[src/sv/rmpd_pkg.sv]
// Shared types, constants and helper functions of the ramped motor PWM driver.
package rmpd_pkg;

	// Width of the period and ramp counters; only these low bits of the registers count.
	localparam int COUNT_WIDTH = 32;
	localparam int CFG_DATA_WIDTH = 32;

	// Percent scale and speed limit.
	localparam int PCT_SCALE = 100;
	localparam int SPEED_LIMIT = 100;

	// Reciprocal of 100: (x * RECIP_100) >> RECIP_SHIFT equals x / 100 for any 32-bit x.
	localparam logic [31:0] RECIP_100 = 32'h51EB_851F;
	localparam int RECIP_SHIFT = 37;

	// Reset values, masked to the counter width where the hardware keeps fewer bits.
	localparam longint unsigned CNT_MASK = (64'd1 << COUNT_WIDTH) - 64'd1;
	localparam longint unsigned PERIOD_RESET_FULL = 80000;
	localparam longint unsigned RAMP_RESET_FULL = 8000000;
	localparam longint unsigned DUTY_RESET_FULL = 60;
	localparam longint unsigned PERIOD_MASKED = PERIOD_RESET_FULL & CNT_MASK;
	localparam longint unsigned HIGH_RAW = (PERIOD_MASKED * DUTY_RESET_FULL) / PCT_SCALE;
	localparam longint unsigned LOW_RAW = PERIOD_MASKED - HIGH_RAW;
	localparam longint unsigned HIGH_RESET_FULL = (HIGH_RAW == 0) ? 1 : HIGH_RAW;
	localparam longint unsigned LOW_RESET_FULL = (LOW_RAW == 0) ? 1 : LOW_RAW;
	localparam longint unsigned QUO_RESET_FULL = PERIOD_MASKED / PCT_SCALE;
	localparam longint unsigned REM_RESET_FULL = PERIOD_MASKED % PCT_SCALE;

	typedef logic [COUNT_WIDTH-1:0] cnt_t;
	typedef logic signed [7:0] speed_t;
	typedef logic [6:0] mag_t;
	typedef logic [6:0] rem_t;

	localparam cnt_t PERIOD_RESET = cnt_t'(PERIOD_MASKED);
	localparam cnt_t RAMP_RESET = cnt_t'(RAMP_RESET_FULL & CNT_MASK);
	localparam mag_t DUTY_RESET = mag_t'(DUTY_RESET_FULL);
	localparam cnt_t HIGH_M1_RESET = cnt_t'(HIGH_RESET_FULL - 1);
	localparam cnt_t LOW_M1_RESET = cnt_t'(LOW_RESET_FULL - 1);
	localparam cnt_t QUO_RESET = cnt_t'(QUO_RESET_FULL);
	localparam rem_t REM_RESET = rem_t'(REM_RESET_FULL);
	localparam speed_t SPEED_MAX = speed_t'(SPEED_LIMIT);
	localparam speed_t SPEED_MIN = speed_t'(-SPEED_LIMIT);

	// Configuration register indexes.
	typedef enum logic {
		REG_PERIOD = 1'b0,
		REG_RAMP   = 1'b1
	} reg_idx_t;

	// Background recalculation sequencer after a period write.
	typedef enum logic [1:0] {
		ST_IDLE,
		ST_DIVIDE,
		ST_ACCUM
	} calc_state_t;

	// Phase lengths for one duty value: raw high length, raw low length, and
	// the running remainder of period*duty modulo 100.
	typedef struct packed {
		cnt_t h;
		cnt_t l;
		rem_t rem;
	} cand_t;

	// One result item.
	typedef struct packed {
		logic pin_forward;
		logic pin_reverse;
		speed_t speed_now;
		mag_t speed_magnitude;
		logic forward_dir;
		logic at_target;
	} res_t;

	// Magnitude of a speed that stays within the speed limit.
	function automatic mag_t speed_mag(speed_t s);
		speed_t a;
		a = s[7] ? -s : s;
		return a[6:0];
	endfunction

	// Lengths for duty+1 from the lengths for duty, given period = q*100 + r.
	function automatic cand_t cand_up(cand_t c, cnt_t q, rem_t r);
		logic [7:0] sum;
		logic carry;
		cand_t n;
		sum = {1'b0, c.rem} + {1'b0, r};
		carry = (sum >= 8'(PCT_SCALE));
		n.rem = carry ? rem_t'(sum - 8'(PCT_SCALE)) : sum[6:0];
		n.h = c.h + q + cnt_t'(carry);
		n.l = c.l - q - cnt_t'(carry);
		return n;
	endfunction

	// Lengths for duty-1 from the lengths for duty.
	function automatic cand_t cand_down(cand_t c, cnt_t q, rem_t r);
		logic [7:0] dif;
		logic borrow;
		cand_t n;
		borrow = (c.rem < r);
		dif = borrow ? ({1'b0, c.rem} + 8'(PCT_SCALE) - {1'b0, r}) : ({1'b0, c.rem} - {1'b0, r});
		n.rem = dif[6:0];
		n.h = c.h - q - cnt_t'(borrow);
		n.l = c.l + q + cnt_t'(borrow);
		return n;
	endfunction

	// A length minus one, where a length of zero counts as one.
	function automatic cnt_t len_m1(cnt_t len);
		return (len == '0) ? '0 : (len - cnt_t'(1));
	endfunction

endpackage

[src/sv/rmpd_ifs.sv]
// Channel interfaces of the ramped motor PWM driver: command, result and configuration.
interface rmpd_cmd_if;
	logic valid;
	logic ready;
	logic func;
	rmpd_pkg::speed_t target_speed;

	modport source(output valid, output func, output target_speed, input ready);
	modport sink(input valid, input func, input target_speed, output ready);
endinterface

interface rmpd_res_if;
	logic valid;
	logic ready;
	logic pin_forward;
	logic pin_reverse;
	rmpd_pkg::speed_t speed_now;
	rmpd_pkg::mag_t speed_magnitude;
	logic forward_dir;
	logic at_target;

	modport source(output valid, output pin_forward, output pin_reverse, output speed_now,
		output speed_magnitude, output forward_dir, output at_target, input ready);
	modport sink(input valid, input pin_forward, input pin_reverse, input speed_now,
		input speed_magnitude, input forward_dir, input at_target, output ready);
endinterface

interface rmpd_cfg_if;
	logic valid;
	logic ready;
	logic index;
	logic [rmpd_pkg::CFG_DATA_WIDTH-1:0] data;

	modport source(output valid, output index, output data, input ready);
	modport sink(input valid, input index, input data, output ready);
endinterface

[src/sv/ramped_motor_pwm_driver.sv]
// Top level of the ramped motor PWM driver: PWM phase counter, speed ramp and result buffer.
//
// Usage: the cmd channel carries one item per transaction, either a clock tick
// (func = 0) or a new target speed (func = 1, saturated to +/-100). Every item
// produces exactly one result on the res channel with the pin levels, the
// current speed, its magnitude, the direction and the at-target flag after
// that item. The cfg channel writes the period (index 0) and the ramp length
// (index 1); it is always ready.
// The result of an item is registered in the result buffer, and one item is taken
// every cycle while no recalculation runs and the skid register is empty. The
// phase lengths for the duty values one step above and below the current one
// are kept ready in registers, so a ramp step needs only one add in the cycle.
// A period write starts a recalculation of those lengths: a divide by 100 by
// reciprocal multiplication and then one accumulate step per duty unit from
// zero up to the current magnitude plus one; cmd.ready is low throughout.
// Reset puts the block in its power-up state (duty 60, high phase, speed 0).
// When the receiver stalls, a second result is held in a skid register and the
// stall pulls cmd.ready low only when both result registers are full.
module ramped_motor_pwm_driver (
	input logic clk,
	input logic arst_n,
	rmpd_cmd_if.sink cmd,
	rmpd_res_if.source res,
	rmpd_cfg_if.sink cfg
);
	import rmpd_pkg::*;

	// Configuration registers.
	cnt_t period_q;
	cnt_t ramp_q;

	// Motor state.
	speed_t speed_q;
	speed_t target_q;
	mag_t duty_q;
	logic phase_high_q;
	cnt_t phase_cnt_q;
	cnt_t ramp_cnt_q;
	cnt_t hi_m1_q;
	cnt_t lo_m1_q;

	// Phase lengths for magnitude minus one, the magnitude, and plus one.
	cand_t cand_dn_q;
	cand_t cand_md_q;
	cand_t cand_up_q;

	// Period split as quotient and remainder by 100.
	cnt_t quo_q;
	rem_t rem_q;

	// Recalculation sequencer.
	calc_state_t state_q;
	calc_state_t state_n;
	logic busy;
	logic div_run;
	logic acc_run;
	logic div_step_q;
	logic [31:0] div_src;
	logic [63:0] div_prod_q;
	logic [31:0] div_q32;
	logic [31:0] div_back;
	cnt_t div_quo;
	rem_t div_rem;
	logic div_last;
	cand_t acc_q;
	logic [6:0] acc_k_q;
	logic acc_last;
	logic [7:0] cur_mag;

	// Result buffer.
	res_t out_q;
	logic out_v_q;
	res_t skid_q;
	logic skid_v_q;

	// Per-item next-state logic.
	logic accept;
	logic cfg_wr;
	logic period_wr;
	speed_t tgt_sat;
	speed_t target_n;
	logic ph_n;
	cnt_t pc_tick;
	cnt_t rt;
	logic ramp_hit;
	logic step;
	logic spd_inc;
	logic spd_dec;
	logic mag_upw;
	logic mag_dnw;
	speed_t speed_step;
	mag_t mag_step;
	cand_t cand_new;
	cnt_t hi_m1_new;
	cnt_t lo_m1_new;
	logic duty_chg;
	logic ph_f;
	cnt_t pc_f;
	speed_t speed_f;
	res_t res_new;

	assign accept = cmd.valid & cmd.ready;
	assign cfg_wr = cfg.valid & cfg.ready;
	assign period_wr = cfg_wr & (reg_idx_t'(cfg.index) == REG_PERIOD);
	assign cfg.ready = 1'b1;
	assign cmd.ready = ~busy & ~skid_v_q;

	// Sequencer next state; a new period write always restarts the division.
	always_comb begin
		state_n = state_q;
		if (period_wr) begin
			state_n = ST_DIVIDE;
		end else begin
			unique case (state_q)
				ST_IDLE: state_n = ST_IDLE;
				ST_DIVIDE: if (div_last) state_n = ST_ACCUM;
				ST_ACCUM: if (acc_last) state_n = ST_IDLE;
				default: state_n = ST_IDLE;
			endcase
		end
	end

	// Sequencer outputs.
	always_comb begin
		busy = 1'b0;
		div_run = 1'b0;
		acc_run = 1'b0;
		unique case (state_q)
			ST_IDLE: busy = 1'b0;
			ST_DIVIDE: begin
				busy = 1'b1;
				div_run = 1'b1;
			end
			ST_ACCUM: begin
				busy = 1'b1;
				acc_run = 1'b1;
			end
			default: busy = 1'b1;
		endcase
	end

	// Divide by 100: the reciprocal product is registered in div_prod_q,
	// and quotient and remainder are then formed from it.
	assign div_src = 32'(period_q);
	assign div_q32 = 32'(div_prod_q[63:RECIP_SHIFT]);
	assign div_back = (div_q32 << 6) + (div_q32 << 5) + (div_q32 << 2);
	assign div_quo = cnt_t'(div_q32);
	assign div_rem = rem_t'(div_src - div_back);
	assign div_last = div_step_q;

	// Accumulation runs from duty zero up to the current magnitude plus one.
	assign cur_mag = {1'b0, speed_mag(speed_q)};
	assign acc_last = ({1'b0, acc_k_q} == cur_mag + 8'd1);

	always_ff @(posedge clk or negedge arst_n) begin
		if (!arst_n) begin
			state_q <= ST_IDLE;
			div_step_q <= 1'b0;
			div_prod_q <= '0;
			acc_q <= '0;
			acc_k_q <= '0;
		end else begin
			state_q <= state_n;
			if (period_wr) begin
				div_step_q <= 1'b0;
			end else if (div_run) begin
				div_step_q <= ~div_step_q;
				if (!div_step_q) begin
					div_prod_q <= {32'd0, div_src} * {32'd0, RECIP_100};
				end
				if (div_last) begin
					acc_q.h <= '0;
					acc_q.l <= period_q;
					acc_q.rem <= '0;
					acc_k_q <= '0;
				end
			end else if (acc_run) begin
				acc_q <= cand_up(acc_q, quo_q, rem_q);
				acc_k_q <= acc_k_q + 7'd1;
			end
		end
	end

	// Target saturation.
	always_comb begin
		priority if (cmd.target_speed > SPEED_MAX) begin
			tgt_sat = SPEED_MAX;
		end else if (cmd.target_speed < SPEED_MIN) begin
			tgt_sat = SPEED_MIN;
		end else begin
			tgt_sat = cmd.target_speed;
		end
	end

	// Phase counter and ramp step for a clock tick.
	always_comb begin
		target_n = cmd.func ? tgt_sat : target_q;
		if (phase_cnt_q == '0) begin
			ph_n = ~phase_high_q;
			pc_tick = ph_n ? hi_m1_q : lo_m1_q;
		end else begin
			ph_n = phase_high_q;
			pc_tick = phase_cnt_q - cnt_t'(1);
		end

		rt = (ramp_q == '0) ? cnt_t'(1) : ramp_q;
		ramp_hit = (({1'b0, ramp_cnt_q} + {{COUNT_WIDTH{1'b0}}, 1'b1}) >= {1'b0, rt});
		step = ~cmd.func & ramp_hit;

		spd_inc = (speed_q < target_q);
		spd_dec = (speed_q > target_q);
		mag_upw = (spd_inc & ~speed_q[7]) | (spd_dec & (speed_q <= 8'sd0));
		mag_dnw = (spd_inc & speed_q[7]) | (spd_dec & (speed_q > 8'sd0));
		priority if (spd_inc) begin
			speed_step = speed_q + 8'sd1;
		end else if (spd_dec) begin
			speed_step = speed_q - 8'sd1;
		end else begin
			speed_step = speed_q;
		end
		mag_step = speed_mag(speed_step);

		priority if (mag_upw) begin
			cand_new = cand_up_q;
		end else if (mag_dnw) begin
			cand_new = cand_dn_q;
		end else begin
			cand_new = cand_md_q;
		end
		hi_m1_new = len_m1(cand_new.h);
		lo_m1_new = len_m1(cand_new.l);
		duty_chg = (mag_step != duty_q);

		// A set-target item leaves the phase and the speed alone.
		ph_f = cmd.func ? phase_high_q : ph_n;
		if (cmd.func) begin
			pc_f = phase_cnt_q;
		end else if (step & duty_chg) begin
			pc_f = ph_n ? hi_m1_new : lo_m1_new;
		end else begin
			pc_f = pc_tick;
		end
		speed_f = step ? speed_step : speed_q;
	end

	// Result of this transaction from the updated state.
	always_comb begin
		res_new.pin_forward = ph_f & ~speed_f[7];
		res_new.pin_reverse = ph_f & speed_f[7];
		res_new.speed_now = speed_f;
		res_new.speed_magnitude = speed_mag(speed_f);
		res_new.forward_dir = ~speed_f[7];
		res_new.at_target = (speed_f == target_n);
	end

	// Configuration registers, quotient and remainder of the period, and motor state.
	always_ff @(posedge clk or negedge arst_n) begin
		if (!arst_n) begin
			period_q <= PERIOD_RESET;
			ramp_q <= RAMP_RESET;
			quo_q <= QUO_RESET;
			rem_q <= REM_RESET;
			speed_q <= '0;
			target_q <= '0;
			duty_q <= DUTY_RESET;
			phase_high_q <= 1'b1;
			phase_cnt_q <= HIGH_M1_RESET;
			ramp_cnt_q <= '0;
			hi_m1_q <= HIGH_M1_RESET;
			lo_m1_q <= LOW_M1_RESET;
			cand_dn_q <= '0;
			cand_md_q.h <= '0;
			cand_md_q.l <= PERIOD_RESET;
			cand_md_q.rem <= '0;
			cand_up_q.h <= QUO_RESET;
			cand_up_q.l <= PERIOD_RESET - QUO_RESET;
			cand_up_q.rem <= REM_RESET;
		end else begin
			if (cfg_wr) begin
				unique case (reg_idx_t'(cfg.index))
					REG_PERIOD: period_q <= cfg.data[COUNT_WIDTH-1:0];
					REG_RAMP: ramp_q <= cfg.data[COUNT_WIDTH-1:0];
					default: ramp_q <= ramp_q;
				endcase
			end

			// Quotient and remainder are taken when the division ends.
			if (div_run && div_last) begin
				quo_q <= div_quo;
				rem_q <= div_rem;
			end

			// Accumulation drops the lengths for the three neighbor duties in place.
			if (acc_run) begin
				if ({1'b0, acc_k_q} + 8'd1 == cur_mag) cand_dn_q <= acc_q;
				if ({1'b0, acc_k_q} == cur_mag) cand_md_q <= acc_q;
				if (acc_last) cand_up_q <= acc_q;
			end

			if (accept) begin
				target_q <= target_n;
				phase_high_q <= ph_f;
				phase_cnt_q <= pc_f;
				speed_q <= speed_f;
				if (!cmd.func) begin
					ramp_cnt_q <= ramp_hit ? '0 : (ramp_cnt_q + cnt_t'(1));
				end
				if (step) begin
					duty_q <= mag_step;
					hi_m1_q <= hi_m1_new;
					lo_m1_q <= lo_m1_new;
					if (mag_upw) begin
						cand_dn_q <= cand_md_q;
						cand_md_q <= cand_up_q;
						cand_up_q <= cand_up(cand_up_q, quo_q, rem_q);
					end else if (mag_dnw) begin
						cand_up_q <= cand_md_q;
						cand_md_q <= cand_dn_q;
						cand_dn_q <= cand_down(cand_dn_q, quo_q, rem_q);
					end
				end
			end
		end
	end

	// Two-entry result buffer: output register plus skid register.
	always_ff @(posedge clk or negedge arst_n) begin
		if (!arst_n) begin
			out_v_q <= 1'b0;
			skid_v_q <= 1'b0;
		end else begin
			if ((out_v_q && res.ready) || !out_v_q) begin
				if (skid_v_q) begin
					out_v_q <= 1'b1;
					skid_v_q <= accept;
				end else begin
					out_v_q <= accept;
				end
			end else if (accept) begin
				skid_v_q <= 1'b1;
			end
		end
	end

	always_ff @(posedge clk) begin
		if ((out_v_q && res.ready) || !out_v_q) begin
			if (skid_v_q) begin
				out_q <= skid_q;
				if (accept) skid_q <= res_new;
			end else if (accept) begin
				out_q <= res_new;
			end
		end else if (accept) begin
			skid_q <= res_new;
		end
	end

	assign res.valid = out_v_q;
	assign res.pin_forward = out_q.pin_forward;
	assign res.pin_reverse = out_q.pin_reverse;
	assign res.speed_now = out_q.speed_now;
	assign res.speed_magnitude = out_q.speed_magnitude;
	assign res.forward_dir = out_q.forward_dir;
	assign res.at_target = out_q.at_target;

endmodule

[src/flat_wrapper.sv]
// flat-port wrapper written by rule: the top's interface ports become plain ports
module ramped_motor_pwm_driver_flat import rmpd_pkg::*;
  (clk, arst_n, cmd_valid, cmd_func, cmd_target_speed, cmd_ready, res_valid, res_pin_forward, res_pin_reverse, res_speed_now, res_speed_magnitude, res_forward_dir, res_at_target, res_ready, cfg_valid, cfg_index, cfg_data, cfg_ready);
  rmpd_cmd_if cmd_i ();
  rmpd_res_if res_i ();
  rmpd_cfg_if cfg_i ();
  input logic clk;
  input logic arst_n;
  input wire logic [$bits(cmd_i.valid)-1:0] cmd_valid;
  input wire logic [$bits(cmd_i.func)-1:0] cmd_func;
  input wire logic [$bits(cmd_i.target_speed)-1:0] cmd_target_speed;
  output wire logic [$bits(cmd_i.ready)-1:0] cmd_ready;
  output wire logic [$bits(res_i.valid)-1:0] res_valid;
  output wire logic [$bits(res_i.pin_forward)-1:0] res_pin_forward;
  output wire logic [$bits(res_i.pin_reverse)-1:0] res_pin_reverse;
  output wire logic [$bits(res_i.speed_now)-1:0] res_speed_now;
  output wire logic [$bits(res_i.speed_magnitude)-1:0] res_speed_magnitude;
  output wire logic [$bits(res_i.forward_dir)-1:0] res_forward_dir;
  output wire logic [$bits(res_i.at_target)-1:0] res_at_target;
  input wire logic [$bits(res_i.ready)-1:0] res_ready;
  input wire logic [$bits(cfg_i.valid)-1:0] cfg_valid;
  input wire logic [$bits(cfg_i.index)-1:0] cfg_index;
  input wire logic [$bits(cfg_i.data)-1:0] cfg_data;
  output wire logic [$bits(cfg_i.ready)-1:0] cfg_ready;
  assign cmd_i.valid = cmd_valid;
  assign cmd_i.func = cmd_func;
  assign cmd_i.target_speed = cmd_target_speed;
  assign cmd_ready = cmd_i.ready;
  assign res_valid = res_i.valid;
  assign res_pin_forward = res_i.pin_forward;
  assign res_pin_reverse = res_i.pin_reverse;
  assign res_speed_now = res_i.speed_now;
  assign res_speed_magnitude = res_i.speed_magnitude;
  assign res_forward_dir = res_i.forward_dir;
  assign res_at_target = res_i.at_target;
  assign res_i.ready = res_ready;
  assign cfg_i.valid = cfg_valid;
  assign cfg_i.index = cfg_index;
  assign cfg_i.data = cfg_data;
  assign cfg_ready = cfg_i.ready;
  ramped_motor_pwm_driver u_core (.clk(clk), .arst_n(arst_n), .cmd(cmd_i), .res(res_i), .cfg(cfg_i));
endmodule
[config.mk]
export PLATFORM = sky130hd
export DESIGN_NAME = ramped_motor_pwm_driver_flat
export DESIGN_NICKNAME = d
export VERILOG_FILES = /design/src/sv/rmpd_pkg.sv /design/src/sv/rmpd_ifs.sv /design/src/sv/ramped_motor_pwm_driver.sv /design/src/flat_wrapper.sv
export SDC_FILE = /design/constraint.sdc
export NUM_CORES = 2
export LEC_CHECK = 0
export BUFFER_PORTS_ARGS = -buffer_cell sky130_fd_sc_hd__buf_2
export CAP_MARGIN = 20
export CORE_ASPECT_RATIO = 0.5
export CORE_UTILIZATION = 60
export CTS_CLUSTER_DIAMETER = 60
export DETAILED_ROUTE_END_ITERATION = 8
export GPL_ROUTABILITY_DRIVEN = 0
export PLACE_DENSITY_LB_ADDON = 0.25
export SETUP_SLACK_MARGIN = 0.05
export SLEW_MARGIN = 20
export SYNTH_ARGS = -nofsm -noshare
export SYNTH_HDL_FRONTEND = slang
export SYNTH_SLANG_ARGS = --single-unit
[constraint.sdc]
create_clock -name clk -period 22 [get_ports clk]
set_input_delay 2.2 -clock clk [delete_from_list [all_inputs] [get_ports clk]]
set_output_delay 2.2 -clock clk [all_outputs]
set_load 0.005 [all_outputs]
==> results.cfg <==
[sta]
unrepaired_setup_endpoints_after_global_routing = no
timing.final.hold_violations = 0
final_slew_viol_count = 0
hold-worst-slack_ns = 0.456
fin_tns_setup_ns = 0
final.period_utilization = 0.406
worst_slew_margin_rel = 0.199
timing.final.crit_period_ns = 8.93
setup_viol_count_final = 0
tightestPinTransition_ns = 1.20
finalClockSkew_ns = 0.0614
highest_clock_frequency_the_design_can_meet_ghz = 0.112

[worst_setup_path]
setup.worst_path.class = flip-flop to flip-flop
crit_end_category = flip-flop
worstPathRequired_ns = 22.52
critical_path.max_fanout = 10
arrival_ns = 9.45
r2r_setup_slack_ns = 13.07
worstSetupStartpointType = flip-flop

[synthesis]
count_of_distinct_cell_types_in_the_synthesized_netlist = 114
post-synth-top-count-cell = sky130_fd_sc_hd__inv_1
synth_warnings = 0
netlist_top_cells_area = sky130_fd_sc_hd__dfrtp_1, sky130_fd_sc_hd__ha_1, sky130_fd_sc_hd__fa_1
syn_nets = 8011
postSynthRegisterBits = 607
synthesis.instances = 6840
synth-edff-count = 36
synth_flop_cell = sky130_fd_sc_hd__dfrtp_1
netlist_area_mm2 = 0.0618
synth_sequential_area_ratio = 0.250
synth_common_cells = sky130_fd_sc_hd__inv_1, sky130_fd_sc_hd__ha_1, sky130_fd_sc_hd__nand2_1
post-synth-top-area-cell = sky130_fd_sc_hd__dfrtp_1
synth-async-reset-ratio = 0.941
post_synth.cell_area_avg_um2 = 9.04
yosys.area.top_type_share = 0.201

[routing]
drt_pre_antenna_iters = 8
drtAntennaViolNets = 0
wirelength_um = 199000
drt-wirelength-per-cell_um = 24.5
drt_drc_violations_left = 0
route.vias.total = 53900
detail_route.iter0.violations = 7086
avgViaCountPerCell = 6.61

[min_path]
hp-class = flip-flop to flip-flop

[cts]
total_cts_buffers = 61
htree_levels = 2
number_of_cells_upsized_or_downsized_after_cts = 0
clock_latency_ns = 0.69
clkSlewWorstSetupHoldPaths_ns = 0.07
postCtsSetupBuffers = 0
post_cts_hold_buffer_count = 0
ctsRootBufferMaster = sky130_fd_sc_hd__clkbuf_16
cts.path.max_buffers = 3
clock_tree_from_tritoncts = yes
cts_num_sinks = 607

[die]
floorplan.die_area_mm2 = 0.104
die_w_um = 456
fp_rows = 82
starting_density_of_the_core = 0.612
dieHeight_um = 229
ioPinCount = 69
coreArea_mm2 = 0.101

[global_route]
antenna_found_initial = 3
grt_pass1_wl_um = 310000
overflow = 0
grt_start_max_net_pins = 105
grt_resource_usage_total = 0.380
grt_pass1_vias = 53800

[final_layout]
area_growth_syn_to_layout_pct = 5.93
design.final.nets = 7920
final_layout_size_suffix_gt1_frac = 0.0784
fill_count = 7991

[place]
buffer_ports.inserted = 67
detailedPlacementHpwl_um = 149000

[run_status]
result_of_the_run = finished clean

[run]
timing.max_cap.violations = 0
-- through the flow --
stage,std cells,cell area (µm²),setup WS [ns],utilization
after floorplan,6840,61800,14.52,-
after global placement,8030,63300,13.47,0.626
after detailed placement,8030,63300,13.39,0.626
after CTS,8144,65500,13.31,0.648
after global routing,8144,65500,12.93,0.648
final,8146,65500,13.07,0.648
-- path summary, 6_finish.rpt --
kind | start | to | depth (start not counted)
min | u_core.lo_m1_q[12] | u_core.lo_m1_q[12] | 2
max in group asynchronous | arst_n | u_core.phase_cnt_q[29] | 4
max | u_core.div_src[6] | u_core.div_prod_q[60] | 27
min in group asynchronous | arst_n | u_core.div_prod_q[59] | 1
max reg2reg | u_core.div_src[6] | u_core.div_prod_q[60] | 27
min reg2reg | u_core.lo_m1_q[12] | u_core.lo_m1_q[12] | 2
-- flip-flops by register name (all words and copies together), names as in the netlist, 8 cells and up --
| name | count |
|---|---|
| u_core.speed_q | 8 |
| u_core.hi_m1_q | 32 |
| u_core.cand_up_q | 71 |
| u_core.ramp_cnt_q | 32 |
| u_core.acc_q | 71 |
| u_core.ramp_q | 32 |
| u_core.phase_cnt_q | 32 |
| u_core.cand_dn_q | 71 |
| u_core.quo_q | 26 |
| u_core.div_prod_q | 26 |
| u_core.lo_m1_q | 32 |
| u_core.skid_q | 18 |
| u_core.div_src | 32 |
| u_core.target_q | 8 |
| u_core.cand_md_q | 71 |
-- per-layer routing --
| metal | vias up | track usage | wire (µm) |
|---|---|---|---|
| met5 | - | 0 | 13 |
| met4 | 2 | 0.164 | 9610 |
| met3 | 684 | 0.104 | 25800 |
| met2 | 3372 | 0.583 | 86900 |
| met1 | 26200 | 0.506 | 77100 |
| li1 | 23700 | - | - |
-- cell usage in the layout (no fill, tap or decap), drive strengths merged, types with 186 or more instances in the layout --
cell / instances
a21oi: 336
inv: 987
nor2: 319
ha: 716
o22ai: 186
o21ai: 428
nand2: 547
dfrtp: 497
fa: 408
xnor2: 200
-- critical path, cell delays in order (launching register included) --
cell and delay [ns]:
sky130_fd_sc_hd__dfrtp_1 0.73, sky130_fd_sc_hd__inv_1 0.27, sky130_fd_sc_hd__fa_1 0.59, sky130_fd_sc_hd__inv_1 0.06, sky130_fd_sc_hd__ha_1 0.20, sky130_fd_sc_hd__fa_1 0.48, sky130_fd_sc_hd__inv_1 0.05, sky130_fd_sc_hd__fa_1 0.53
sky130_fd_sc_hd__inv_1 0.06, sky130_fd_sc_hd__fa_1 0.49, sky130_fd_sc_hd__fa_1 0.43, sky130_fd_sc_hd__fa_1 0.51, sky130_fd_sc_hd__inv_1 0.06, sky130_fd_sc_hd__fa_1 0.48, sky130_fd_sc_hd__inv_1 0.04, sky130_fd_sc_hd__ha_1 0.31
sky130_fd_sc_hd__nand4_1 0.17, sky130_fd_sc_hd__nor2_1 0.31, sky130_fd_sc_hd__o311ai_0 0.20, sky130_fd_sc_hd__a2111oi_0 0.71, sky130_fd_sc_hd__nor3_1 0.32, sky130_fd_sc_hd__o21ai_0 0.40, sky130_fd_sc_hd__a31o_2 0.27, sky130_fd_sc_hd__a211oi_1 0.11
sky130_fd_sc_hd__o21bai_1 0.20, sky130_fd_sc_hd__a21oi_1 0.14, sky130_fd_sc_hd__mux2_2 0.28, sky130_fd_sc_hd__or3_1 0.36
-- layout make-up --
| class | count | area, µm² | share of cell area |
|---|---|---|---|
| inverters | 987 | 3700 | 0.0566 |
| flip-flops and latches | 607 | 15500 | 0.236 |
| diodes | 2 | 5.00 | 0.0000764 |
| clock buffers | 75 | 1650 | 0.0252 |
| repair buffers | 143 | 916 | 0.0140 |
| clock inverters | 39 | 502 | 0.00766 |
| multi-input cells | 4949 | 41600 | 0.635 |
| well taps | 1344 | 1680 | 0.0257 |
-- logic make-up after synthesis --
family          Yosys count  synth area share
flops                   607             0.250
buf+inv                1284            0.0803
other cells               1         0.0000607
simple gates           1522             0.119
mux                     245            0.0417
xor+xnor                344            0.0500
fa+ha+maj              1124             0.277
compound gates         1713             0.181
Power is left out: the tool's default activity adds up to more than one toggle a clock period on the data nets, which glitch-free logic cannot reach.
